<file path="src/hdl/mbps_pkg.sv">
`timescale 1ns / 1ps
// ----------------------------------------------------------------------------
// mbps_pkg
// Shared constants, register codes and types of the masked byte pattern scan.
// ----------------------------------------------------------------------------
package mbps_pkg;

    localparam int MAX_PATTERN_BYTES = 32;
    localparam int OFFSET_BITS       = 32;
    localparam int PATTERN_REGS      = 4;
    localparam int STORED_BYTES      = PATTERN_REGS * 8;
    localparam int LEN_BITS          = $clog2(MAX_PATTERN_BYTES + 1);
    localparam int SHIFT_BITS        = (MAX_PATTERN_BYTES > 1) ? $clog2(MAX_PATTERN_BYTES) : 1;
    localparam int MATCH_OFFSET_BITS = 32;

    // configuration port
    localparam int APB_ADDR_BITS = 6;
    localparam int APB_DATA_BITS = 64;
    localparam int REG_IDX_BITS  = 3;

    localparam logic [REG_IDX_BITS-1:0] REG_PATTERN_0_7   = 3'd0;
    localparam logic [REG_IDX_BITS-1:0] REG_PATTERN_8_15  = 3'd1;
    localparam logic [REG_IDX_BITS-1:0] REG_PATTERN_16_23 = 3'd2;
    localparam logic [REG_IDX_BITS-1:0] REG_PATTERN_24_31 = 3'd3;
    localparam logic [REG_IDX_BITS-1:0] REG_CARE_MASK     = 3'd4;
    localparam logic [REG_IDX_BITS-1:0] REG_PATTERN_LEN   = 3'd5;

    typedef logic [MAX_PATTERN_BYTES-1:0][7:0] t_window;

    // pattern setup as the matcher sees it; len is already clamped to 1..max
    typedef struct packed {
        logic [STORED_BYTES-1:0][7:0] pattern;
        logic [STORED_BYTES-1:0]      care;
        logic [LEN_BITS-1:0]          len;
    } t_cfg;

endpackage

</file>
<file path="src/hdl/mbps_cfg.sv">
`timescale 1ns / 1ps
// ----------------------------------------------------------------------------
// mbps_cfg
// APB register file holding the pattern, care mask and pattern length.
// ----------------------------------------------------------------------------
module mbps_cfg
    import mbps_pkg::*;
(
    input  logic                     i_clk,
    input  logic                     i_rst_n,
    input  logic                     psel,
    input  logic                     penable,
    input  logic                     pwrite,
    input  logic [APB_ADDR_BITS-1:0] paddr,
    input  logic [APB_DATA_BITS-1:0] pwdata,
    output logic [APB_DATA_BITS-1:0] prdata,
    output logic                     pready,
    output t_cfg                     o_cfg
);

    logic [PATTERN_REGS-1:0][63:0] r_pattern;
    logic [31:0]                   r_care;
    logic [5:0]                    r_len;
    logic [REG_IDX_BITS-1:0]       reg_idx;
    logic                          wr_en;

    assign pready  = 1'b1;
    assign reg_idx = paddr[APB_ADDR_BITS-1:3];
    assign wr_en   = psel & penable & pwrite;

    always_ff @(posedge i_clk) begin
        if (!i_rst_n) begin
            r_pattern <= '0;
            r_care    <= '0;
            r_len     <= 6'd1;
        end else if (wr_en) begin
            unique case (reg_idx)
                REG_PATTERN_0_7:   r_pattern[0] <= pwdata;
                REG_PATTERN_8_15:  r_pattern[1] <= pwdata;
                REG_PATTERN_16_23: r_pattern[2] <= pwdata;
                REG_PATTERN_24_31: r_pattern[3] <= pwdata;
                REG_CARE_MASK:     r_care       <= pwdata[31:0];
                REG_PATTERN_LEN:   r_len        <= pwdata[5:0];
                default: ;
            endcase
        end
    end

    always_comb begin
        unique case (reg_idx)
            REG_PATTERN_0_7:   prdata = r_pattern[0];
            REG_PATTERN_8_15:  prdata = r_pattern[1];
            REG_PATTERN_16_23: prdata = r_pattern[2];
            REG_PATTERN_24_31: prdata = r_pattern[3];
            REG_CARE_MASK:     prdata = {32'd0, r_care};
            REG_PATTERN_LEN:   prdata = {58'd0, r_len};
            default:           prdata = '0;
        endcase
    end

    // zero acts as one, anything above the window size as the window size
    always_comb begin
        o_cfg.pattern = r_pattern;
        o_cfg.care    = r_care;
        if (r_len == 6'd0) begin
            o_cfg.len = LEN_BITS'(1);
        end else if ({1'b0, r_len} > 7'(MAX_PATTERN_BYTES)) begin
            o_cfg.len = LEN_BITS'(MAX_PATTERN_BYTES);
        end else begin
            o_cfg.len = LEN_BITS'(r_len);
        end
    end

endmodule

</file>
<file path="src/hdl/mbps_match.sv">
`timescale 1ns / 1ps
// ----------------------------------------------------------------------------
// mbps_match
// Parallel masked byte comparators between the byte window and the pattern.
// ----------------------------------------------------------------------------
module mbps_match
    import mbps_pkg::*;
(
    input  t_cfg    i_cfg,
    input  t_window i_window,
    output logic    o_fit
);

    logic [MAX_PATTERN_BYTES-1:0][7:0] rev_pat;
    logic [MAX_PATTERN_BYTES-1:0]      rev_care;
    logic [MAX_PATTERN_BYTES-1:0][7:0] pat_s;
    logic [MAX_PATTERN_BYTES-1:0]      care_s;
    logic [SHIFT_BITS-1:0]             shift;
    logic [MAX_PATTERN_BYTES-1:0]      fit;

    // reverse so the newest window byte lines up with the last pattern byte
    always_comb begin
        for (int k = 0; k < MAX_PATTERN_BYTES; k++) begin
            if (MAX_PATTERN_BYTES - 1 - k < STORED_BYTES) begin
                rev_pat[k]  = i_cfg.pattern[MAX_PATTERN_BYTES - 1 - k];
                rev_care[k] = i_cfg.care[MAX_PATTERN_BYTES - 1 - k];
            end else begin
                rev_pat[k]  = 8'd0;
                rev_care[k] = 1'b0;
            end
        end
    end

    assign shift  = SHIFT_BITS'(LEN_BITS'(MAX_PATTERN_BYTES) - i_cfg.len);
    assign pat_s  = rev_pat >> {shift, 3'b000};
    assign care_s = rev_care >> shift;

    always_comb begin
        for (int j = 0; j < MAX_PATTERN_BYTES; j++) begin
            fit[j] = (LEN_BITS'(j) >= i_cfg.len) | ~care_s[j] | (pat_s[j] == i_window[j]);
        end
    end

    assign o_fit = &fit;

endmodule

</file>
<file path="src/hdl/masked_byte_pattern_scan.sv">
`timescale 1ns / 1ps
// ----------------------------------------------------------------------------
// masked_byte_pattern_scan
// Finds the first wildcard pattern match in a byte stream region.
//
//   channel | direction | handshake                  | word
//   --------+-----------+----------------------------+---------------------------------
//   input   | in        | i_in_valid / o_in_stall    | data_byte, region_start/end
//   output  | out       | o_out_valid / i_out_stall  | found, match_offset
//   config  | in        | APB psel/penable/pready    | 64-bit registers at 8*index
//
// one word per cycle sustained while the output is not stalled; each accepted
// word passes the input register, then the compare into the result register
// synchronous active-low reset clears the scan state and the register file
// an output stall holds the result; the input register keeps taking one
// more word and then stalls the input side
// ----------------------------------------------------------------------------
module masked_byte_pattern_scan
    import mbps_pkg::*;
(
    input  logic                         i_clk,
    input  logic                         i_rst_n,
    input  logic                         i_in_valid,
    output logic                         o_in_stall,
    input  logic [7:0]                   i_data_byte,
    input  logic                         i_region_start,
    input  logic                         i_region_end,
    output logic                         o_out_valid,
    input  logic                         i_out_stall,
    output logic                         o_found,
    output logic [MATCH_OFFSET_BITS-1:0] o_match_offset,
    input  logic                         psel,
    input  logic                         penable,
    input  logic                         pwrite,
    input  logic [APB_ADDR_BITS-1:0]     paddr,
    input  logic [APB_DATA_BITS-1:0]     pwdata,
    output logic [APB_DATA_BITS-1:0]     prdata,
    output logic                         pready
);

    t_cfg cfg;

    logic                   r_in_valid, n_in_valid;
    logic [7:0]             r_in_data;
    logic                   r_in_start;
    logic                   r_in_end;

    t_window                r_window, n_window;
    logic [OFFSET_BITS-1:0] r_count, count_base, n_count;
    logic                   r_done;

    logic                   r_out_valid, n_out_valid;
    logic                   r_found;
    logic [MATCH_OFFSET_BITS-1:0] r_offset;

    logic                   out_block, fire, in_accept;
    logic                   eff_done, fit, hit, has_result;
    logic [OFFSET_BITS-1:0] diff;

    mbps_cfg u_cfg (
        .i_clk   (i_clk),
        .i_rst_n (i_rst_n),
        .psel    (psel),
        .penable (penable),
        .pwrite  (pwrite),
        .paddr   (paddr),
        .pwdata  (pwdata),
        .prdata  (prdata),
        .pready  (pready),
        .o_cfg   (cfg)
    );

    assign out_block  = r_out_valid & i_out_stall;
    assign fire       = r_in_valid & ~out_block;
    assign o_in_stall = r_in_valid & out_block;
    assign in_accept  = i_in_valid & ~o_in_stall;
    assign n_in_valid = in_accept | (r_in_valid & ~fire);

    // only window entries below the count are ever compared, so a region
    // start needs to clear the count alone
    assign eff_done   = ~r_in_start & r_done;
    assign count_base = r_in_start ? '0 : r_count;
    assign n_count    = (&count_base) ? count_base : count_base + 1'b1;
    assign n_window   = {r_window[MAX_PATTERN_BYTES-2:0], r_in_data};

    mbps_match u_match (
        .i_cfg    (cfg),
        .i_window (n_window),
        .o_fit    (fit)
    );

    assign hit        = fit & (n_count >= OFFSET_BITS'(cfg.len));
    assign has_result = ~eff_done & (hit | r_in_end);
    assign diff       = n_count - OFFSET_BITS'(cfg.len);

    always_comb begin
        if (fire & has_result) begin
            n_out_valid = 1'b1;
        end else if (!i_out_stall) begin
            n_out_valid = 1'b0;
        end else begin
            n_out_valid = r_out_valid;
        end
    end

    always_ff @(posedge i_clk) begin
        if (!i_rst_n) begin
            r_in_valid  <= 1'b0;
            r_out_valid <= 1'b0;
            r_count     <= '0;
            r_done      <= 1'b0;
        end else begin
            r_in_valid  <= n_in_valid;
            r_out_valid <= n_out_valid;
            if (fire & ~eff_done) begin
                r_count <= n_count;
                r_done  <= has_result;
            end
        end
    end

    always_ff @(posedge i_clk) begin
        if (in_accept) begin
            r_in_data  <= i_data_byte;
            r_in_start <= i_region_start;
            r_in_end   <= i_region_end;
        end
        if (fire & ~eff_done) begin
            r_window <= n_window;
        end
        if (fire & has_result) begin
            r_found  <= hit;
            r_offset <= hit ? diff[MATCH_OFFSET_BITS-1:0] : '0;
        end
    end

    assign o_out_valid    = r_out_valid;
    assign o_found        = r_found;
    assign o_match_offset = r_offset;

endmodule
</file>
<file path="config.mk">
export PLATFORM = sky130hd
export DESIGN_NAME = masked_byte_pattern_scan
export DESIGN_NICKNAME = d
export VERILOG_FILES = /design/src/hdl/mbps_pkg.sv /design/src/hdl/mbps_cfg.sv /design/src/hdl/mbps_match.sv /design/src/hdl/masked_byte_pattern_scan.sv
export SDC_FILE = /design/constraint.sdc
export NUM_CORES = 2
export LEC_CHECK = 0
export BUFFER_PORTS_ARGS = -buffer_cell sky130_fd_sc_hd__buf_2
export CAP_MARGIN = 20
export CELL_PAD_IN_SITES_DETAIL_PLACEMENT = 1
export CELL_PAD_IN_SITES_GLOBAL_PLACEMENT = 2
export CORE_MARGIN = 5
export CORE_UTILIZATION = 39
export CTS_CLUSTER_DIAMETER = 60
export DETAILED_ROUTE_END_ITERATION = 8
export PLACE_DENSITY = 0.88
export SLEW_MARGIN = 20
export SYNTH_ARGS = -nofsm -noshare
export SYNTH_HDL_FRONTEND = slang
export SYNTH_SLANG_ARGS = --single-unit
</file>
<file path="constraint.sdc">
create_clock -name i_clk -period 11.8 [get_ports i_clk]
set_clock_uncertainty 0.2 [all_clocks]
set_input_delay 0.59 -clock i_clk [delete_from_list [all_inputs] [get_ports i_clk]]
set_output_delay 0.59 -clock i_clk [all_outputs]
set_load 0.005 [all_outputs]
</file>
== Yosys cells after proc, flatten, opt, wreduce, memory -nomap -nowiden ==
Cells that the tools add are included.

* Output and inout port bits: 100
* Bits of input ports: 87
* Logic and storage cells: 255
* Bits in registers: 620

* Shifts and indexed selects: 2
* $add $sub $neg: 3
* Reduce and logical (&&, ||, !) cells: 10
* Equality and inequality tests: 38
* Bitwise operators: 115
* $lt $le $gt $ge: 34
* Muxes and demuxes: 7

{| class="wikitable"
|+ Operator list
! cell !! count
|-
| one-hot mux 64 bit (6 select lines) || 1
|-
| == test 8 bit || 32
|-
| right shift 256 x 8 -> 256 bit || 1
|-
| >= comparator 5 x 6 -> 1 bit (first input constant) || 16
|-
| OR 1 bit || 66
|-
| 2-to-1 mux 32 bit || 2
|-
| AND reduction 32 bit || 2
|-
| >= comparator 4 x 6 -> 1 bit (first input constant) || 8
|-
| NOT 1 bit || 37
|-
| adder 32 x 1 -> 32 bit (second input constant) || 1
|-
| >= comparator 32 x 6 -> 1 bit || 1
|-
| right shift 32 x 5 -> 32 bit || 1
|-
| subtractor 32 x 6 -> 32 bit || 1
|-
| >= comparator 3 x 6 -> 1 bit (first input constant) || 4
|-
| bitwise AND 1 bit || 12
|-
| >= comparator 1 x 6 -> 1 bit (first input constant) || 2
|-
| >= comparator 2 x 6 -> 1 bit (first input constant) || 2
|-
| 2-to-1 mux 6 bit || 2
|-
| AND reduction 2 bit || 6
|-
| == test 3 x 2 -> 1 bit (second input constant) || 2
|-
| == test 3 bit (second input constant) || 2
|-
| greater-than comparator 6 bit (second input constant) || 1
|-
| logical NOT 6 bit || 1
|-
| subtractor 1 x 5 -> 5 bit (first input constant) || 1
|-
| other kinds (4) || 5
|}

== Depth between registers and ports, before layout ==
* Depth after elaboration: 14
* Gate-level depth with buffers: 32
* Gate-level depth less buffers: 22

== By module ==
Synthesis repeated with hierarchy kept, for this count alone.

* Cell total of the unflattened synthesis: 4,855
* Area total of the unflattened synthesis: 46,737.3 um2

{| class="wikitable"
|+ By module, submodules not included
! module !! times used !! area an instance (um2) !! sequential area each (um2) !! cells an instance
|-
| mbps_match || 1 || 21,490.6 || 0.0 || 2,770
|-
| mbps_cfg || 1 || 13,037.5 || 5,885.6 || 1,294
|-
| masked_byte_pattern_scan || 1 || 12,209.2 || 9,439.1 || 791
|}

== Least setup slack after synthesis ==
OpenSTA, ideal clock, no wires.

* Path kind: register to register
* Start point: reg r_in_start
* End point: reg r_done
* Path buffers: 2
* Cell stages (with the launch flop): 8
* Clock period less this slack: 8.920 ns
* Required time: 11.144 ns
* Data arrival time: 8.265 ns
* Path slack: 2.880 ns
* Setup time: 0.456 ns
* Path through: edfxtp_1 inv_1 clkbuf_1 nand2_1 nand3_1 clkinv_1 clkbuf_1 a31oi_1

* Word-level cells in the longest chain between the ends: 7
* Elaborated cells on any way between the ends: 12
* Classes of those cells: 1 x add/sub; 1 x order compare; 2 x mux; 7 x bitwise; 1 x reduce/logical

{| class="wikitable"
|+ RTL lines
! element !! line !! source
|-
| start: declaration || masked_byte_pattern_scan.sv:45 || <nowiki>logic r_in_start;</nowiki>
|-
| start signal: assignment || masked_byte_pattern_scan.sv:125 || <nowiki>r_in_start <= i_region_start;</nowiki>
|-
| 2-to-1 mux 32 bit || masked_byte_pattern_scan.sv:82 || <nowiki>assign count_base = r_in_start ? '0 : r_count;</nowiki>
|-
| adder 32 x 1 -> 32 bit / AND reduction 32 bit (equally long branches) || masked_byte_pattern_scan.sv:83 || <nowiki>assign n_count = (&count_base) ? count_base : count_base + 1'b1;</nowiki>
|-
| 2-to-1 mux 32 bit || masked_byte_pattern_scan.sv:83 ||
|-
| >= comparator 32 x 6 -> 1 bit || masked_byte_pattern_scan.sv:92 || <nowiki>assign hit = fit & (n_count >= OFFSET_BITS'(cfg.len));</nowiki>
|-
| bitwise AND 1 bit || masked_byte_pattern_scan.sv:92 ||
|-
| OR 1 bit || masked_byte_pattern_scan.sv:93 || <nowiki>assign has_result = ~eff_done & (hit | r_in_end);</nowiki>
|-
| bitwise AND 1 bit || masked_byte_pattern_scan.sv:93 ||
|-
| end signal: assignment || masked_byte_pattern_scan.sv:117 || <nowiki>r_done <= has_result;</nowiki>
|-
| end: declaration || masked_byte_pattern_scan.sv:50 || <nowiki>logic r_done;</nowiki>
|}

Several ways; a longest one is shown, not always the timed one.
A chain may end at the register's enable or synchronous reset.

== Worst setup path after layout ==
* Start point: reg u_cfg.r_len[2]
* End point: reg r_offset[23] (netlist: o_match_offset[23]), enable pin

* Word-level cells in the longest chain between the ends: 13
* Elaborated cells on any way between the ends: 173
* Classes of those cells: 1 x add/sub; 34 x order compare; 32 x eq/ne; 2 x shift; 2 x mux; 100 x bitwise; 2 x reduce/logical

{| class="wikitable"
|+ RTL lines
! element !! line !! source
|-
| start: declaration || mbps_cfg.sv:23 || <nowiki>logic [5:0] r_len;</nowiki>
|-
| start signal: assignment || mbps_cfg.sv:43 || <nowiki>REG_PATTERN_LEN: r_len <= pwdata[5:0];</nowiki>
|-
| greater-than comparator 6 bit || mbps_cfg.sv:67 || <nowiki>end else if ({1'b0, r_len} > 7'(MAX_PATTERN_BYTES)) begin</nowiki>
|-
| 2-to-1 mux 6 bit || mbps_cfg.sv:67 ||
|-
| 2-to-1 mux 6 bit (*) || mbps_cfg.sv:65 || <nowiki>if (r_len == 6'd0) begin</nowiki>
|-
| parallel branches: the longest is 6 deep, another holds subtractor 1 x 5 -> 5 bit || n/a ||
|-
| bitwise AND 1 bit (*) || masked_byte_pattern_scan.sv:92 ||
|-
| OR 1 bit (*) || masked_byte_pattern_scan.sv:93 ||
|-
| bitwise AND 1 bit (*) || masked_byte_pattern_scan.sv:93 ||
|-
| bitwise AND 1 bit (*) || masked_byte_pattern_scan.sv:131 || <nowiki>if (fire & has_result) begin</nowiki>
|-
| end signal: assignment || masked_byte_pattern_scan.sv:133 || <nowiki>r_offset <= hit ? diff[MATCH_OFFSET_BITS-1:0] : '0;</nowiki>
|-
| end: declaration || masked_byte_pattern_scan.sv:54 || <nowiki>logic [MATCH_OFFSET_BITS-1:0] r_offset;</nowiki>
|}

Mark *: on every way between the ends.

==> metrics.txt <==
status=complete, no violations; Yosys cell types=113; Reg2Reg Setup Slack=2070 ps; Rows=129; die height=363.2 µm; mean area per synthesized cell=8.545 µm²; Iter 0 DRT Violations=8,034; Top cell by count, worst path=buf_4; Post-CTS Hold Buffers=55; Hold Crit Depth=3; reg-to-reg startpoint=u_cfg.r_len[2]$_SDFFE_PN0P_; crit path buf inv count=5; GRT Total Usage=45.63%; Total Neg Setup Slack=0 ps; Cell Int Power=3.919 mW; Hold Path Origin=pwdata[22]; register area share after synthesis=31.50%; clk slew on worst S/H paths=60 ps; cell accounting for the most synthesized area=edfxtp_1; share of cells above drive strength 1=14.06%; TritonCTS Buffers=83; Final Core Density=44.02%; total wire length=312.8 mm; H-tree depth=3; period utilization=82.44%; fin crit period=9728 ps; leakage=17.35 nW; CP startpoint=u_cfg.r_len[2]$_SDFFE_PN0P_; WL/cell=42.15 µm; antenna violations before repair=26; critical path's top delay family=buffers and inverters; first-pass GRT wire length=422.3 mm; PortBufs=182; CP Cell Sequence=nor4_2 > buf_4 > a21oi_4 > buf_4 > buf_4 > buf_4 > mux2_2 > mux2_2 > a221oi_1 > o32ai_1 > xor2_1 > nor4_1 > a21boi_0 > a2111oi_1 > nand3_1 > or4_2 > a21oi_4 > buf_4; # clock sinks=620; HPWL Detailed=239.5 mm; FF-to-FF End=o_match_offset[23]$_SDFFCE_PN0P_; Fin. Hold Viols=0; pwr dens=99.76 nW/µm²; register share of total power=44.7%; CP max stage delay=970 ps; worst hold endpoint=u_cfg.o_cfg[252]$_SDFFE_PN0P_; DRC errors left=0; Setup Crit Path Kind=flop to flop; Post-synth top flop=dfxtp_1; clock share of power=46.7%; switching fraction of total power=27.91%; vias=52,910; Post-Synthesis Cells=5,693; CP Data Required Time=11,930 ps; drt via density=7.131; worst-margin pin slew=1364 ps; Achievable Freq=102.8 MHz; die width=363.2 µm; maximum VDD drop=0.1093 mV; vias in the first global route=50,940; # IOs=187; core region area=123,800 µm²; Syn Nets=5,791; GPL Wtd Cong=1.086; synth warn=0; RSZ-0062 raised after global routing=false; # setup viols final=0; number of synthesized flops with an enable pin=291; DRT antenna net count=0; Sw Pwr=1.517 mW; Clock Path Buffers=3; worst-path fanout max=53; reg2reg path depth=18; synthesis-to-layout area growth=12.02%; async set or reset register ratio after synthesis=0%; maxcap violations=0; CP max-delay cell=dfxtp_1; Detailed Routing Iterations Pass 1=6; # resized after CTS=0; total congestion overflow=0; Initial Utilization=39.30%; Max-slew headroom=9.041%; CTS tree=done; post-CTS setup buffers=0; pin count of the biggest net entering global routing=151; Clk Latency, worst-skew pair=740 ps; #FFs+latches synth=620; cell depth of the worst setup path=18; synth top area cells=edfxtp_1 (18%), dfxtp_1 (14%), mux2i_1 (8.4%); top-area cell type share of the netlist area=17.96%; Fillers=14,290; nets@finish=5,804; synthesized area=48,650 µm²; Logic pwr share=8.7%; startpoint types=flop; CTS root buf=clkbuf_16; worst endpoint data arrival time=9860 ps; Worst setup EP type=flop; Tightest Hold Check Type=primary input to flop; fin. max-slew vios=0; Die Area=131,900 µm²
==> routing by layer <==
layer	vias up	share of wire [%]	global-route usage, %
met5	-	0.055	0.3922
met4	16	8.8	32.08
met3	960	13	17.32
met2	3604	41	65.25
met1	26860	38	56.49
li1	21480	-	-
==> sequential cells by signal, indices dropped and copies added, names as in the netlist <==
name / flops
u_cfg.o_cfg: 256
n_window: 248
o_match_offset: 32
r_count: 32
u_cfg.r_care: 32
r_in_data: 8
u_cfg.r_len: 6
o_found: 1
o_out_valid: 1
r_done: 1
r_in_end: 1
r_in_start: 1
r_in_valid: 1
==> layout by cell type (no fill, tap or decap), drive strengths merged, types with 58 or more instances in the layout <==
cell      n
a21boi  317
a21oi   256
a22oi   152
a31oi    80
buf     381
clkbuf  104
dfxtp   329
edfxtp  291
inv      87
mux2     86
mux2i   410
mux4     88
nand2   964
nand3   102
nor2    290
nor3    127
nor4     58
o211ai   93
o21ai   172
o22ai   105
xnor2   157
xor2    106
==> per-stage QoR <==
step                      setup WS [ps]  area, µm²  hold slack [ps]  std cells  power [mW]
after global routing               2020      54480            35.31       7412       5.571
after floorplan                    2880      48650            224.4       5693       2.699
final                              2072      54500            22.95       7420       5.437
after CTS                          2526      54450           0.9339       7412       5.435
after detailed placement           2517      51200            246.2       7203       2.907
after global placement             2596      51150            243.2       7200       2.898
==> power by group through the flow <==
stage | clock [mW] | sequential, mW | combinational [mW]
2_1_floorplan | 0 | 2.43 | 0.270
3_3_place_gp | 0 | 2.47 | 0.432
3_5_place_dp | 0 | 2.47 | 0.440
4_1_cts | 2.55 | 2.42 | 0.456
5_1_grt | 2.65 | 2.43 | 0.489
6_report | 2.54 | 2.43 | 0.470
==> worst register-to-register path: stages (launching register included) <==
cell       delay (ps)
dfxtp_1           970
nor4_2            110
buf_4             360
a21oi_4           320
buf_4             740
buf_4             930
buf_4             820
mux2_2            500
mux2_2            280
a221oi_1          930
o32ai_1           230
xor2_1            200
nor4_1            280
a21boi_0          200
a2111oi_1         540
nand3_1           130
or4_2             940
a21oi_4           240
buf_4             420
==> worst max path at each step <==
stage	to
2_1_floorplan	r_done$_SDFFE_PN0P_
3_3_place_gp	o_match_offset[7]$_SDFFCE_PN0P_
3_5_place_dp	o_match_offset[13]$_SDFFCE_PN0P_
4_1_cts	o_match_offset[3]$_SDFFCE_PN0P_
5_1_grt	o_match_offset[23]$_SDFFCE_PN0P_
6_report	o_match_offset[23]$_SDFFCE_PN0P_
==> Yosys cell counts (all sizes together) (35+ instances only) <==
cell    count
a211oi     54
a21boi    317
a21oi     256
a221oi     50
a22oi     152
a31oi      80
buf       232
clkbuf    277
dfxtp     329
edfxtp    291
inv        71
mux2       86
mux2i     410
mux4       88
nand2     964
nand2b     39
nand3     102
nand4      45
nor2      290
nor2b      55
nor3      127
nor3b      38
nor4       58
o211ai     93
o21ai     172
o221ai     38
o22ai     105
o31ai      35
or3        37
xnor2     157
xor2      106
==> cell type report <==
cell class | instances | area [µm²] | share of cell area, %
clock inverter | 51 | 481.7 | 0.8839
antenna | 8 | 20.02 | 0.03674
tap | 1637 | 2048 | 3.758
timing repair buffer | 437 | 3052 | 5.600
multi-input combinational | 4491 | 31050 | 56.98
inverter | 73 | 289.0 | 0.5304
sequential | 620 | 15330 | 28.13
clock buffer | 103 | 2222 | 4.078
==> logic make-up (layout without fill, tap and decap cells) <==
| group | count (synthesis) | in the layout | share of synthesized area (%) |
|---|---|---|---|
| mux | 584 | 584 | 14.52 |
| fa+ha+maj | 11 | 11 | 0.2984 |
| simple gates | 1933 | 1933 | 18.48 |
| other cells | 1 | 9 | 0.007709 |
| flops | 620 | 620 | 31.50 |
| xor+xnor | 263 | 263 | 4.789 |
| buf+inv | 582 | 664 | 5.298 |
| compound gates | 1699 | 1699 | 25.11 |
No activity file was read; power rests on OpenSTA's default activity.
